--- src/rtl/core/dupd_pkg.sv ---
// Shared constants, types and character decode functions for the data URI payload decoder.
package dupd_pkg;

  typedef logic [1:0] status_t;
  localparam status_t ST_RUNNING = 2'd0;
  localparam status_t ST_OK      = 2'd1;
  localparam status_t ST_FAILED  = 2'd2;

  typedef logic [0:0] cfg_index_t;
  localparam cfg_index_t REG_DECODE_MODE = 1'b0;
  localparam cfg_index_t REG_MAX_OUT     = 1'b1;

  localparam logic MODE_PERCENT = 1'b0;
  localparam logic MODE_BASE64  = 1'b1;

  typedef logic [1:0] phase_t;
  localparam phase_t PH_0 = 2'd0;
  localparam phase_t PH_1 = 2'd1;
  localparam phase_t PH_2 = 2'd2;
  localparam phase_t PH_3 = 2'd3;

  localparam int HELD_BITS = 18;
  localparam int MAX_BITS  = 24;
  localparam logic [MAX_BITS-1:0] MAX_OUT_RESET = 24'hFFFFFF;

  localparam logic [7:0] CHAR_CTRL_LIMIT = 8'h20;
  localparam logic [7:0] CHAR_DEL        = 8'h7F;
  localparam logic [7:0] CHAR_PERCENT    = 8'h25;
  localparam logic [7:0] CHAR_PAD        = 8'h3D;

  // Bit 4 set marks a character that is not a hex digit.
  function automatic logic [4:0] hex_nibble(input logic [7:0] c);
    logic [4:0] r;
    r = 5'h10;
    if (c >= 8'h30 && c <= 8'h39) r = {1'b0, 4'(c - 8'h30)};
    else if (c >= 8'h61 && c <= 8'h66) r = {1'b0, 4'(c - 8'h57)};
    else if (c >= 8'h41 && c <= 8'h46) r = {1'b0, 4'(c - 8'h37)};
    return r;
  endfunction

  // Bit 6 set marks a character outside the base64 alphabet.
  function automatic logic [6:0] sextet(input logic [7:0] c);
    logic [6:0] r;
    r = 7'h40;
    if (c >= 8'h41 && c <= 8'h5A) r = {1'b0, 6'(c - 8'h41)};
    else if (c >= 8'h61 && c <= 8'h7A) r = {1'b0, 6'(c - 8'h47)};
    else if (c >= 8'h30 && c <= 8'h39) r = {1'b0, 6'(c + 8'h04)};
    else if (c == 8'h2B) r = 7'd62;
    else if (c == 8'h2F) r = 7'd63;
    return r;
  endfunction

endpackage

--- src/rtl/core/data_uri_payload_decoder.sv ---
// Top level of the data URI payload decoder: percent and base64 decode with byte limit.
//
// Usage:
//   Input channel (in_valid / in_stall) carries one payload character per word,
//   char_code, with is_final set on the last character of the payload.
//   Output channel (out_valid / out_stall) returns exactly one word per input
//   word: data_byte with byte_valid, status (running, ok, failed) and run_end.
//   Status is non-zero only on the word of the final character; on failure the
//   consumer discards the bytes of that payload.
//   Configuration channel (cfg_valid / cfg_ready, always ready): index 0 sets
//   decode_mode (0 percent, 1 base64) and clears the run state; index 1 sets
//   max_out_bytes. Write only while the block is idle.
// Timing:
//   Output valid rises in the cycle after input acceptance. Throughput is
//   one word per cycle, set by the single output register; the input is
//   stalled only while that register holds a word and the receiver stalls.
// Reset:
//   rst clears the run state, sets percent mode and the largest byte limit.
module data_uri_payload_decoder #(
  parameter int COUNT_BITS = 24
) (
  input  logic                              clk,
  input  logic                              rst,
  input  logic                              in_valid,
  output logic                              in_stall,
  input  logic [7:0]                        char_code,
  input  logic                              is_final,
  output logic                              out_valid,
  input  logic                              out_stall,
  output logic [7:0]                        data_byte,
  output logic                              byte_valid,
  output dupd_pkg::status_t                 status,
  output logic                              run_end,
  input  logic                              cfg_valid,
  output logic                              cfg_ready,
  input  dupd_pkg::cfg_index_t              cfg_index,
  input  logic [dupd_pkg::MAX_BITS-1:0]     cfg_data
);

  localparam int CMP_W = (COUNT_BITS > dupd_pkg::MAX_BITS) ? COUNT_BITS : dupd_pkg::MAX_BITS;

  logic                              decode_mode;
  logic [dupd_pkg::MAX_BITS-1:0]     max_out_bytes;
  dupd_pkg::phase_t                  group_phase, group_phase_next;
  logic [dupd_pkg::HELD_BITS-1:0]    held_bits, held_bits_next;
  logic                              pad_seen, pad_seen_next;
  logic [COUNT_BITS-1:0]             byte_count, byte_count_next;
  logic                              failed_flag, failed_flag_next;

  logic                              in_take;
  logic                              cfg_take;
  logic                              emit_req;
  logic [7:0]                        emit_val;
  logic                              res_valid;
  logic [7:0]                        res_data;
  dupd_pkg::status_t                 res_status;
  logic [4:0]                        hx;
  logic [6:0]                        sx;
  logic [dupd_pkg::HELD_BITS-1:0]    held_sh;
  logic                              over_limit;

  assign in_stall  = out_valid & out_stall;
  assign in_take   = in_valid & ~in_stall;
  assign cfg_ready = 1'b1;
  assign cfg_take  = cfg_valid & cfg_ready;
  assign run_end   = 1'b1;

  assign hx      = dupd_pkg::hex_nibble(char_code);
  assign sx      = dupd_pkg::sextet(char_code);
  assign held_sh = {held_bits[dupd_pkg::HELD_BITS-7:0], sx[5:0]};
  assign over_limit = (CMP_W'(byte_count) >= CMP_W'(max_out_bytes)) || (&byte_count);

  always_comb begin
    group_phase_next = group_phase;
    held_bits_next   = held_bits;
    pad_seen_next    = pad_seen;
    byte_count_next  = byte_count;
    failed_flag_next = failed_flag;
    emit_req         = 1'b0;
    emit_val         = char_code;
    res_valid        = 1'b0;
    res_data         = 8'h00;
    res_status       = dupd_pkg::ST_RUNNING;

    if (!failed_flag) begin
      if (char_code < dupd_pkg::CHAR_CTRL_LIMIT || char_code == dupd_pkg::CHAR_DEL) begin
        failed_flag_next = 1'b1;
      end else if (decode_mode == dupd_pkg::MODE_PERCENT) begin
        case (group_phase)
          dupd_pkg::PH_1: begin
            if (hx[4]) begin
              failed_flag_next = 1'b1;
            end else begin
              held_bits_next   = {{(dupd_pkg::HELD_BITS-4){1'b0}}, hx[3:0]};
              group_phase_next = dupd_pkg::PH_2;
            end
          end
          dupd_pkg::PH_2: begin
            if (hx[4]) begin
              failed_flag_next = 1'b1;
            end else begin
              group_phase_next = dupd_pkg::PH_0;
              emit_req         = 1'b1;
              emit_val         = {held_bits[3:0], hx[3:0]};
            end
          end
          default: begin
            group_phase_next = dupd_pkg::PH_0;
            if (char_code == dupd_pkg::CHAR_PERCENT) group_phase_next = dupd_pkg::PH_1;
            else emit_req = 1'b1;
          end
        endcase
      end else if (char_code == dupd_pkg::CHAR_PAD) begin
        case (group_phase)
          dupd_pkg::PH_2: begin
            if (held_bits[3:0] != 4'h0) begin
              failed_flag_next = 1'b1;
            end else begin
              pad_seen_next    = 1'b1;
              group_phase_next = dupd_pkg::PH_3;
            end
          end
          dupd_pkg::PH_3: begin
            if ((pad_seen && !is_final) || (!pad_seen && held_bits[1:0] != 2'b00)) begin
              failed_flag_next = 1'b1;
            end else begin
              pad_seen_next    = 1'b0;
              group_phase_next = dupd_pkg::PH_0;
            end
          end
          default: failed_flag_next = 1'b1;
        endcase
      end else if (sx[6] || (group_phase == dupd_pkg::PH_3 && pad_seen)) begin
        failed_flag_next = 1'b1;
      end else begin
        held_bits_next = held_sh;
        case (group_phase)
          dupd_pkg::PH_0: group_phase_next = dupd_pkg::PH_1;
          dupd_pkg::PH_1: begin
            group_phase_next = dupd_pkg::PH_2;
            emit_req         = 1'b1;
            emit_val         = held_sh[11:4];
          end
          dupd_pkg::PH_2: begin
            group_phase_next = dupd_pkg::PH_3;
            emit_req         = 1'b1;
            emit_val         = held_sh[9:2];
          end
          default: begin
            group_phase_next = dupd_pkg::PH_0;
            pad_seen_next    = 1'b0;
            emit_req         = 1'b1;
            emit_val         = held_sh[7:0];
          end
        endcase
      end
    end

    if (emit_req) begin
      if (over_limit) begin
        failed_flag_next = 1'b1;
      end else begin
        byte_count_next = byte_count + COUNT_BITS'(1);
        res_valid       = 1'b1;
        res_data        = emit_val;
      end
    end

    if (failed_flag_next) begin
      res_valid = 1'b0;
      res_data  = 8'h00;
    end

    if (is_final) begin
      res_status = (failed_flag_next || group_phase_next != dupd_pkg::PH_0) ?
                   dupd_pkg::ST_FAILED : dupd_pkg::ST_OK;
      group_phase_next = dupd_pkg::PH_0;
      held_bits_next   = '0;
      pad_seen_next    = 1'b0;
      byte_count_next  = '0;
      failed_flag_next = 1'b0;
    end
  end

  always_ff @(posedge clk) begin
    if (rst) begin
      decode_mode   <= dupd_pkg::MODE_PERCENT;
      max_out_bytes <= dupd_pkg::MAX_OUT_RESET;
      group_phase   <= dupd_pkg::PH_0;
      held_bits     <= '0;
      pad_seen      <= 1'b0;
      byte_count    <= '0;
      failed_flag   <= 1'b0;
      out_valid     <= 1'b0;
    end else begin
      if (cfg_take && cfg_index == dupd_pkg::REG_DECODE_MODE) begin
        decode_mode <= cfg_data[0];
        group_phase <= dupd_pkg::PH_0;
        held_bits   <= '0;
        pad_seen    <= 1'b0;
        byte_count  <= '0;
        failed_flag <= 1'b0;
      end else if (in_take) begin
        group_phase <= group_phase_next;
        held_bits   <= held_bits_next;
        pad_seen    <= pad_seen_next;
        byte_count  <= byte_count_next;
        failed_flag <= failed_flag_next;
      end
      if (cfg_take && cfg_index == dupd_pkg::REG_MAX_OUT) begin
        max_out_bytes <= cfg_data;
      end
      if (in_take) begin
        out_valid <= 1'b1;
      end else if (!out_stall) begin
        out_valid <= 1'b0;
      end
    end
  end

  // Hold the result word until the receiver takes it.
  always_ff @(posedge clk) begin
    if (in_take) begin
      data_byte  <= res_data;
      byte_valid <= res_valid;
      status     <= res_status;
    end
  end

`ifndef SYNTH
  a_zero_without_byte: assert property (@(posedge clk) disable iff (rst)
    (out_valid && !byte_valid) |-> (data_byte == 8'h00))
    else $error("data_byte not zero on a word without a decoded byte");

  a_stall_only_when_full: assert property (@(posedge clk) disable iff (rst)
    in_stall |-> out_valid)
    else $error("input stalled with empty output register");

  a_final_clears_run: assert property (@(posedge clk) disable iff (rst)
    (in_take && is_final && !cfg_take) |=>
      (group_phase == dupd_pkg::PH_0 && byte_count == '0 && !failed_flag && !pad_seen))
    else $error("run state not cleared after final character");
`endif

endmodule
--- config.mk ---
export PLATFORM = sky130hd
export DESIGN_NAME = data_uri_payload_decoder
export DESIGN_NICKNAME = d
export VERILOG_FILES = /design/src/rtl/core/dupd_pkg.sv /design/src/rtl/core/data_uri_payload_decoder.sv
export SDC_FILE = /design/constraint.sdc
export NUM_CORES = 1
export LEC_CHECK = 0
export ABC_AREA = 1
export BUFFER_PORTS_ARGS = -buffer_cell sky130_fd_sc_hd__buf_4
export CAP_MARGIN = 20
export CORE_UTILIZATION = 65
export DETAILED_ROUTE_END_ITERATION = 10
export PLACE_DENSITY = 0.91
export SLEW_MARGIN = 20
export SYNTH_ARGS = -nofsm -noshare
export SYNTH_HDL_FRONTEND = slang
export SYNTH_SLANG_ARGS = --single-unit
--- constraint.sdc ---
create_clock -name clk -period 5.2 [get_ports clk]
set_clock_uncertainty 0.05 [all_clocks]
set_input_delay 0.52 -clock clk [delete_from_list [all_inputs] [get_ports clk]]
set_output_delay 0.52 -clock clk [all_outputs]
set_load 0.005 [all_outputs]
==> results of run 1 <==
layout by cell type (no fill, tap or decap), drive strengths merged:
master    instances
nand3            57
o22ai             3
nor3             21
nor3b             1
clkinvlp          1
a221oi            1
clkbuf           11
dfxtp            60
o31ai             2
bufinv            2
clkinv            3
a21oi            70
or2               1
xnor2             4
inv              91
xor2             23
o211ai           30
buf              52
a211oi            3
nand4            38
nand3b            1
conb              2
o2111ai           1
nand2           240
edfxtp           11
and2              1
nor4              3
a31oi             3
nor2             99
ha               37
o21ai            33
area by class of cell:
| class | instances | area, sq um | share of cell area, % |
|---|---|---|---|
| Clock buffer | 11 | 141 | 2.28 |
| Inverter | 92 | 345 | 5.57 |
| Clock inverter | 5 | 81.3 | 1.31 |
| Sequential cell | 71 | 1530 | 24.7 |
| Timing Repair Buffer | 52 | 390 | 6.30 |
| Tap cell | 105 | 131 | 2.12 |
| Multi-Input combinational cell | 674 | 3580 | 57.7 |
synth_stat cells (2+ instances only):
| library cell | count |
|---|---|
| clkbuf_1 | 22 |
| nor3_1 | 20 |
| nand3_1 | 54 |
| o21ai_0 | 31 |
| nor4_1 | 3 |
| o31ai_1 | 2 |
| buf_6 | 4 |
| nor2_1 | 97 |
| edfxtp_1 | 11 |
| a31oi_1 | 3 |
| o21ai_1 | 2 |
| a21oi_1 | 70 |
| clkinv_1 | 2 |
| inv_1 | 84 |
| buf_2 | 6 |
| inv_2 | 6 |
| xor2_1 | 23 |
| o211ai_1 | 30 |
| o22ai_1 | 3 |
| xnor2_1 | 4 |
| ha_1 | 37 |
| nand2_1 | 233 |
| nand3_4 | 2 |
| a211oi_1 | 3 |
| buf_1 | 2 |
| nand2_4 | 2 |
| nor2_2 | 2 |
| buf_4 | 3 |
| dfxtp_1 | 60 |
| nand4_1 | 38 |
| nand2_2 | 5 |
state kept, by name, summed over array words and instances, names as in the netlist:
signal         count
failed_flag        1
group_phase        2
pad_seen           1
max_out_bytes     24
decode_mode        1
held_bits          6
status             2
data_byte          8
out_valid          1
byte_count        24
byte_valid         1
per-layer routing:
layer / vias to the layer above / global-route usage [%] / wire length [um]
met4: 0 / 30.4 / 1390
met3: 120 / 5.74 / 1380
li1: 2966 / - / -
met1: 2773 / 45.3 / 6350
met2: 384 / 69.7 / 8200
met5: - / 0 / 0
cells by family (layout without fill, tap and decap cells):
kind of cell    after synthesis  count (layout)
compound gates              146             146
buf+inv                     129             160
simple gates                462             462
xor+xnor                     27              27
flops                        71              71
fa+ha+maj                    37              37
other cells                   1               2
worst max path at each step:
stage             startpoint        endpoint
6_report       byte_count[1]  byte_count[21]
2_1_floorplan   char_code[2]    data_byte[0]
4_1_cts        byte_count[1]  byte_count[21]
3_3_place_gp    char_code[2]  byte_count[10]
5_1_grt        byte_count[1]  byte_count[21]
3_5_place_dp    char_code[2]  byte_count[21]
per-stage QoR:
step                power, mW  util, %  hold WS, ns  area [sq um]  setup slack [ns]
finish                   1.39     74.7        0.278          6200              1.85
global route             1.44     74.7        0.294          6200              1.58
CTS                      1.39     74.7        0.272          6200              2.03
detailed placement      0.881     72.0        0.430          5970              1.93
global placement        0.874     72.0        0.407          5970              2.04
floorplan               0.793        -        0.396          5640              2.57
worst reg2reg max path, cell delays in order (launching register included):
cell and delay [ns]:
dfxtp_1 0.49, ha_1 0.31, nand2_1 0.10, inv_1 0.09, nand3_1 0.10, inv_1 0.15, nand3_1 0.13, nor2_1 0.21
nand2_1 0.10, nand4_1 0.17, nand2_1 0.51, nand3_4 0.50, nand2_1 0.16, a21oi_1 0.21
power by group:
group / switching (mW) / total (mW) / internal, mW
registers: 0.0140 / 0.599 / 0.585
clock network: 0.230 / 0.515 / 0.285
logic: 0.182 / 0.277 / 0.0951
==> summary.md, run 1 <==
| Metric | Value |
|---|---|
| Synth Area in Compound Gates | `14.8%` |
| Asr flop ratio synth | `0%` |
| Crit start category | `register` |
| Worst path most repeated cell | `nand2_1` |
| Die H | `95.1 um` |
| Critical path data required time | `5.41 ns` |
| Vias per cell | `6.18` |
| Status | `finished clean` |
| CP max stage delay | `0.51 ns` |
| Kind of critical path | `reg2reg` |
| Worst r2r src | `byte_count[1]` |
| Period utilization | `64.4%` |
| Synth top area share | `21.3%` |
| Drt pass-1 iters | `6` |
| Max-slew violations | `0` |
| Clock Sinks | `71` |
| GRT Total Usage | `40.6%` |
| Tightest Pin Transition | `0.881 ns` |
| Worst-path clk slew | `0.08 ns` |
| EDFF count, synth | `11` |
| Final hold viol count | `0` |
| Distinct cells, synth | `40` |
| Maximum vdd drop | `0.157 mV` |
| Cells after synthesis | `873` |
| Final setup fails | `0` |
| Crit path time final | `3.35 ns` |
| Syn. warnings | `0` |
| WL per Instance | `17.1 um` |
| Skew-Pair Late Insertion Delay | `0.36 ns` |
| Mean post-synth cell area | `6.45 sq um` |
| Starting Density | `67.9%` |
| DRC viols | `0` |
| Top FF cell, synth | `dfxtp_1` |
| First-pass GRT wire length | `28300 um` |
| Fillers | `644` |
| Core Footprint | `8300 sq um` |
| DP Cell Count | `994` |
| Worst hold start | `rst` |
| Congestion Overflow GR | `0` |
| # nets final | `976` |
| Multiplexer share of the synthesized area | `0%` |
| Antenna violations before repair | `0` |
| Worst path slowest cell | `nand2_1` |
| Largest net degree at the start of global routing | `48` |
| Critical Path Fanout Max | `24` |
| Leak | `2.83 nW` |
| Crit-path cells | `ha_1, nand2_1, inv_1, nand3_1, inv_1, nand3_1, nor2_1, nand2_1, nand4_1, nand2_1, nand3_4, nand2_1, a21oi_1` |
| Site Rows | `33` |
| PortBufs | `51` |
| Yosys reg bits | `71` |
| Post-detail-place hpwl | `12400 um` |
| CP arrival | `3.56 ns` |
| Crit path max-delay family | `simple AND/OR/NAND/NOR gates` |
| H-tree Lvls | `3` |
| Worst Path Buf+Inv | `2` |
| Hold depth | `2` |
| Crit end category | `register` |
| CTS Buf Count | `9` |
| Fraction of layout cells with a size suffix above 1 | `9.94%` |
| Reg2reg path depth | `13` |
| Area contributors post-synth | `dfxtp_1, nand2_1, ha_1` |
| Setup Buffers After CTS | `0` |
| Routed Antenna Nets | `0` |
| Post-CTS Hold Fix Bufs | `0` |
| DRT Wirelength | `17300 um` |
| Number of global-route vias before repair | `5994` |
| RD Place Congestion | `0.999` |
| Worst relative slew slack | `41.2%` |
| Final Non-Filler Cells | `1010` |
| Setup TNS | `0 ns` |
| Hold endpoint | `out_valid` |
| Seq/Total Area, Yosys | `27.2%` |
| Post-Synth Simple-Gate Area | `36.1%` |
| Total inserted antenna cells | `0` |
| FF-to-FF setup slack | `1.85 ns` |
| MaxCap Viol Count | `0` |
| Cell Area, Synth | `5630 sq um` |
| CTS root buf | `clkbuf_8` |
| IO Pins | `54` |
| Class of the worst hold path | `in2reg` |
| Post-cts resize count | `0` |
| Synth Area in Adders | `8.22%` |
| Via count of the routed design | `6243` |
| Cell count along the critical path | `13` |
| Die footprint | `9040 sq um` |
| First DRT Iteration DRCs | `429` |
| Synth area leader | `dfxtp_1` |
| Power Density | `224 nW/um^2` |
| CTS Buffer Depth | `2` |
| RSZ-0062 raised after global routing | `false` |
| CTS tree | `done` |
| Area Overhead vs Synth | `9.99%` |
| Synth Area in XOR/XNOR | `4.20%` |
| Largest family of logic cells by synthesized area | `simple AND/OR/NAND/NOR gates` |
| Maximum clock frequency | `299 MHz` |
| Die width | `95.1 um` |
| Reg-to-Reg End | `byte_count[21]` |
Note: power is estimated with default switching activity, not from simulation.
==> run 2: changes to the inputs <==
--- a/config.mk
+++ b/config.mk
@@ -8,9 +8,9 @@
 export ABC_AREA = 1
 export BUFFER_PORTS_ARGS = -buffer_cell sky130_fd_sc_hd__buf_4
 export CAP_MARGIN = 20
-export CORE_UTILIZATION = 65
+export CORE_UTILIZATION = 61
 export DETAILED_ROUTE_END_ITERATION = 10
-export PLACE_DENSITY = 0.91
+export PLACE_DENSITY = 0.87
 export SLEW_MARGIN = 20
 export SYNTH_ARGS = -nofsm -noshare
 export SYNTH_HDL_FRONTEND = slang
==> constraint.sdc (replaced) <==
create_clock -name clk -period 3.4 [get_ports clk]
set_clock_uncertainty 0.05 [all_clocks]
set_input_delay 0.34 -clock clk [delete_from_list [all_inputs] [get_ports clk]]
set_output_delay 0.34 -clock clk [all_outputs]
set_load 0.005 [all_outputs]
==> summary.md, run 2 (synthesized netlist as in run 1, its figures left out) <==
| Metric | Value |
|---|---|
| Most common cell after layout, fill and taps aside | `nand2_1` |
| Vias per cell | `6.09` |
| Die H | `98.1 um` |
| Crit start category | `register` |
| Worst r2r src | `byte_count[17]` |
| Critical Path Fanout Max | `24` |
| Power Density | `319 nW/um^2` |
| Crit path max-delay family | `simple AND/OR/NAND/NOR gates` |
| Post-DP Area | `6040 sq um` |
| First-pass GRT wire length | `27700 um` |
| Hold endpoint | `out_valid` |
| Worst path most repeated cell | `nand2_1` |
| Final hold viol count | `0` |
| Worst hold start | `rst` |
| Crit path time final | `2.97 ns` |
| Period utilization | `87.3%` |
| DRT Wirelength | `17100 um` |
| Kind of critical path | `reg2reg` |
| CTS Buf Count | `9` |
| Number of global-route vias before repair | `5988` |
| CTS Buffer Depth | `2` |
| Class of the worst hold path | `in2reg` |
| First DRT Iteration DRCs | `501` |
| MaxCap Viol Count | `0` |
| Most frequent cells in the layout | `nand2_1, nor2_1, inv_1, a21oi_1` |
| Post-CTS Hold Fix Bufs | `0` |
| CTS root buf | `clkbuf_8` |
| Routed Antenna Nets | `0` |
| CP max stage delay | `0.47 ns` |
| Leak | `2.86 nW` |
| CTS tree | `done` |
| PortBufs | `51` |
| Worst path slowest cell | `dfxtp_1` |
| Drt pass-1 iters | `9` |
| Antenna violations before repair | `0` |
| Worst-path clk slew | `0.09 ns` |
| Failing checks | `DRC` |
| Reg-to-Reg End | `byte_count[19]` |
| Worst Path Buf+Inv | `1` |
| Tightest Pin Transition | `1.03 ns` |
| Clock Sinks | `71` |
| # nets final | `984` |
| Maximum vdd drop | `0.224 mV` |
| Hold depth | `2` |
| IO Pins | `54` |
| Area Overhead vs Synth | `10.4%` |
| Skew-Pair Late Insertion Delay | `0.35 ns` |
| Core Footprint | `8850 sq um` |
| Worst relative slew slack | `31.2%` |
| Setup TNS | `0 ns` |
| WL per Instance | `16.7 um` |
| Via count of the routed design | `6222` |
| Post-detail-place hpwl | `12800 um` |
| Biggest regs | `byte_count (24), max_out_bytes (24), data_byte (8)` |
| RSZ-0062 raised after global routing | `false` |
| Total inserted antenna cells | `0` |
| Fraction of layout cells with a size suffix above 1 | `10.7%` |
| Maximum clock frequency | `337 MHz` |
| Crit-path cells | `ha_1, nand2_1, inv_1, o21ai_0, a21oi_1, nor3_1, and2_1, nand4_1, nand2_1, nand3_4, nand2_1, a21oi_1` |
| GRT Total Usage | `35.9%` |
| CP arrival | `3.10 ns` |
| Die footprint | `9620 sq um` |
| Starting Density | `63.7%` |
| Reg2reg path depth | `12` |
| DRC viols | `4` |
| Critical path data required time | `3.53 ns` |
| Final instance area | `6220 sq um` |
| Status | `finished, violations left` |
| Setup Buffers After CTS | `0` |
| Site Rows | `34` |
| Max-slew violations | `0` |
| H-tree Lvls | `3` |
| Final setup fails | `0` |
| Post-cts resize count | `0` |
| Largest net degree at the start of global routing | `37` |
| FF-to-FF setup slack | `0.43 ns` |
| Hold_ws | `0.123 ns` |
| Crit end category | `register` |
| RD Place Congestion | `1.00` |
| Congestion Overflow GR | `0` |
| Die width | `98.1 um` |
run 2: area by class of cell:
cell class | count | area (sq um)
Multi-Input combinational cell | 674 | 3580
Fill cell | 754 | 2630
Sequential cell | 71 | 1530
Timing Repair Buffer | 60 | 450
Inverter | 92 | 345
Clock buffer | 10 | 138
Tap cell | 108 | 135
Clock inverter | 6 | 43.8
run 2: metal layers:
| layer | part of all wire, % | track usage, % | routed length [um] |
|---|---|---|---|
| met1 | 37 | 38.1 | 6290 |
| met2 | 48 | 63.2 | 8270 |
| met3 | 7.4 | 6.23 | 1260 |
| met4 | 7.4 | 27.7 | 1270 |
| met5 | 0 | 0 | 0 |
run 2: through the flow:
stage | power (mW) | utilization [%] | instances | setup slack [ns]
after global placement | 1.36 | 68.2 | 1005 | 0.666
after detailed placement | 1.36 | 68.2 | 1005 | 0.521
after global routing | 2.07 | 70.3 | 1021 | 0.261
after CTS | 1.97 | 70.3 | 1021 | 0.505
final | 1.99 | 70.3 | 1021 | 0.432
after floorplan | 1.21 | - | 874 | 0.947
run 2: worst max-delay path by stage:
stage | cells after the start | startpoint | endpoint
after CTS | 12 | byte_count[17] | byte_count[5]
final | 12 | byte_count[17] | byte_count[19]
after global routing | 12 | byte_count[17] | byte_count[5]
after detailed placement | 12 | byte_count[17] | byte_count[19]
after floorplan | 17 | char_code[2] | data_byte[0]
after global placement | 18 | char_code[1] | data_byte[0]
run 2: power breakdown:
part | total (mW) | leakage (nW) | switching [mW] | internal (mW)
Sequential | 0.916 | 0.598 | 0.0216 | 0.895
Combinational | 0.440 | 2.17 | 0.290 | 0.150
Clock | 0.630 | 0.0926 | 0.343 | 0.287
run 2: worst register-to-register path, stage by stage, from the launching register on:
cell and delay (ns):
dfxtp_1 0.47, ha_1 0.30, nand2_1 0.07, inv_1 0.04
o21ai_0 0.17, a21oi_1 0.09, nor3_1 0.21, and2_1 0.19
nand4_1 0.18, nand2_1 0.45, nand3_4 0.33, nand2_1 0.17
a21oi_1 0.09
==> run 3: changes to the inputs <==
--- a/config.mk
+++ b/config.mk
@@ -11,6 +11,7 @@
 export CORE_UTILIZATION = 61
 export DETAILED_ROUTE_END_ITERATION = 10
 export PLACE_DENSITY = 0.87
+export RECOVER_POWER = 25
 export SLEW_MARGIN = 20
 export SYNTH_ARGS = -nofsm -noshare
 export SYNTH_HDL_FRONTEND = slang
==> summary.md, run 3 (synthesized netlist as in run 1, its figures left out) <==
| Metric | Value |
|---|---|
| First DRT Iteration DRCs | `467` |
| Crit start category | `register` |
| FF-to-FF setup slack | `0.41 ns` |
| Drt pass-1 iters | `9` |
| Core Footprint | `8850 sq um` |
| RD Place Congestion | `1.00` |
| # nets final | `984` |
| Worst hold start | `cfg_data[23]` |
| Maximum clock frequency | `335 MHz` |
| Reg-to-Reg End | `byte_count[19]` |
| Setup Buffers After CTS | `0` |
| Vias per cell | `6.06` |
| Post-cts resize count | `0` |
| CTS Buf Count | `9` |
| Fraction of layout cells with a size suffix above 1 | `10.3%` |
| Power Density | `320 nW/um^2` |
| Largest net degree at the start of global routing | `37` |
| Worst-path clk slew | `0.09 ns` |
| IO Pins | `54` |
| Area Overhead vs Synth | `10.1%` |
| CP arrival | `3.12 ns` |
| Final hold viol count | `0` |
| Number of global-route vias before repair | `5988` |
| Critical path data required time | `3.53 ns` |
| Clock Sinks | `71` |
| Site Rows | `34` |
| CTS Buffer Depth | `2` |
| MaxCap Viol Count | `0` |
| Period utilization | `87.9%` |
| Final setup fails | `0` |
| DRT Wirelength | `17100 um` |
| Post-detail-place hpwl | `12800 um` |
| Tightest Pin Transition | `1.37 ns` |
| Antenna violations before repair | `0` |
| Maximum vdd drop | `0.224 mV` |
| Leak | `2.84 nW` |
| Class of the worst hold path | `in2reg` |
| Skew-Pair Late Insertion Delay | `0.35 ns` |
| Fillers | `759` |
| Status | `finished, violations left` |
| WL per Instance | `16.7 um` |
| Crit end category | `register` |
| DRC viols | `4` |
| Critical Path Fanout Max | `24` |
| CTS tree | `done` |
| Biggest regs | `byte_count (24), max_out_bytes (24), data_byte (8)` |
| First-pass GRT wire length | `27700 um` |
| Die footprint | `9620 sq um` |
| Most frequent cells in the layout | `nand2_1, nor2_1, inv_1, a21oi_1, dfxtp_1` |
| RSZ-0062 raised after global routing | `false` |
| Crit path time final | `2.99 ns` |
| GRT Total Usage | `35.9%` |
| Total inserted antenna cells | `0` |
| Kind of critical path | `reg2reg` |
| CTS root buf | `clkbuf_8` |
| Routed Antenna Nets | `0` |
| Hold depth | `3` |
| PortBufs | `51` |
| Worst r2r src | `byte_count[17]` |
| Failing checks | `DRC` |
| Die H | `98.1 um` |
| Setup TNS | `0 ns` |
| Starting Density | `63.7%` |
| Reg2reg path depth | `12` |
| H-tree Lvls | `3` |
| Max-slew violations | `0` |
| Total power | `1.98 mW` |
| Hold endpoint | `max_out_bytes[23]` |
| Post-CTS Hold Fix Bufs | `0` |
| Worst relative slew slack | `9.00%` |
| Congestion Overflow GR | `0` |
| Most common cell after layout, fill and taps aside | `nand2_1` |
| Via count of the routed design | `6183` |
| Die width | `98.1 um` |
run 3: changes by cell type in the layout (fill, tap and decap cells not counted):
| cell | delta |
|---|---|
| buf_4 | -5 |
| clkbuf_4 | +1 |
| clkbuf_1 | +4 |
run 3: worst max-delay path, stage by stage (launching register included):
cell     delay [ns]
dfxtp_1        0.47
ha_1           0.30
nand2_1        0.07
inv_1          0.04
o21ai_0        0.17
a21oi_1        0.09
nor3_1         0.21
and2_1         0.19
nand4_1        0.19
nand2_1        0.45
nand3_4        0.33
nand2_1        0.17
a21oi_1        0.09
run 3: area by class of cell:
type	count	area [sq um]	share of cell area, %
clock buffer	10	138	2.22
clock inverter	6	43.8	0.706
inverter	92	345	5.57
multi-input combinational	674	3580	57.6
sequential	71	1530	24.7
tap	108	135	2.18
timing repair buffer	60	435	7.02
run 3: how the worst max path moves through the flow:
stage | from | depth (start not counted) | end | slack (ns)
floorplan | char_code[2] | 17 | data_byte[0] | 0.95
global placement | char_code[1] | 18 | data_byte[0] | 0.67
detailed placement | byte_count[17] | 12 | byte_count[19] | 0.52
CTS | byte_count[17] | 12 | byte_count[5] | 0.51
global route | byte_count[17] | 12 | byte_count[5] | 0.26
finish | byte_count[17] | 12 | byte_count[19] | 0.41
run 3: routing by layer:
layer	up-vias	track usage, %	share of wire, %
met1	2745	38.1	37
met4	0	27.7	7.2
met5	-	0	0
li1	2980	-	-
met3	111	6.23	7.5
met2	347	63.2	49
run 3: metrics by stage:
step	std cells	hold slack (ns)	setup slack, ns	utilization, %	instance area (sq um)
6_report	1021	0.148	0.413	70.1	6200
3_5_place_dp	1005	0.414	0.521	68.2	6040
4_1_cts	1021	0.123	0.505	70.3	6220
2_1_floorplan	874	0.359	0.947	-	5640
3_3_place_gp	1005	0.408	0.666	68.2	6040
5_1_grt	1021	0.165	0.261	70.1	6200
run 3: power breakdown:
part           switching, mW  leakage, nW  internal [mW]
clock network          0.341       0.0926          0.287
logic                  0.290         2.15          0.148
registers             0.0217        0.598          0.895
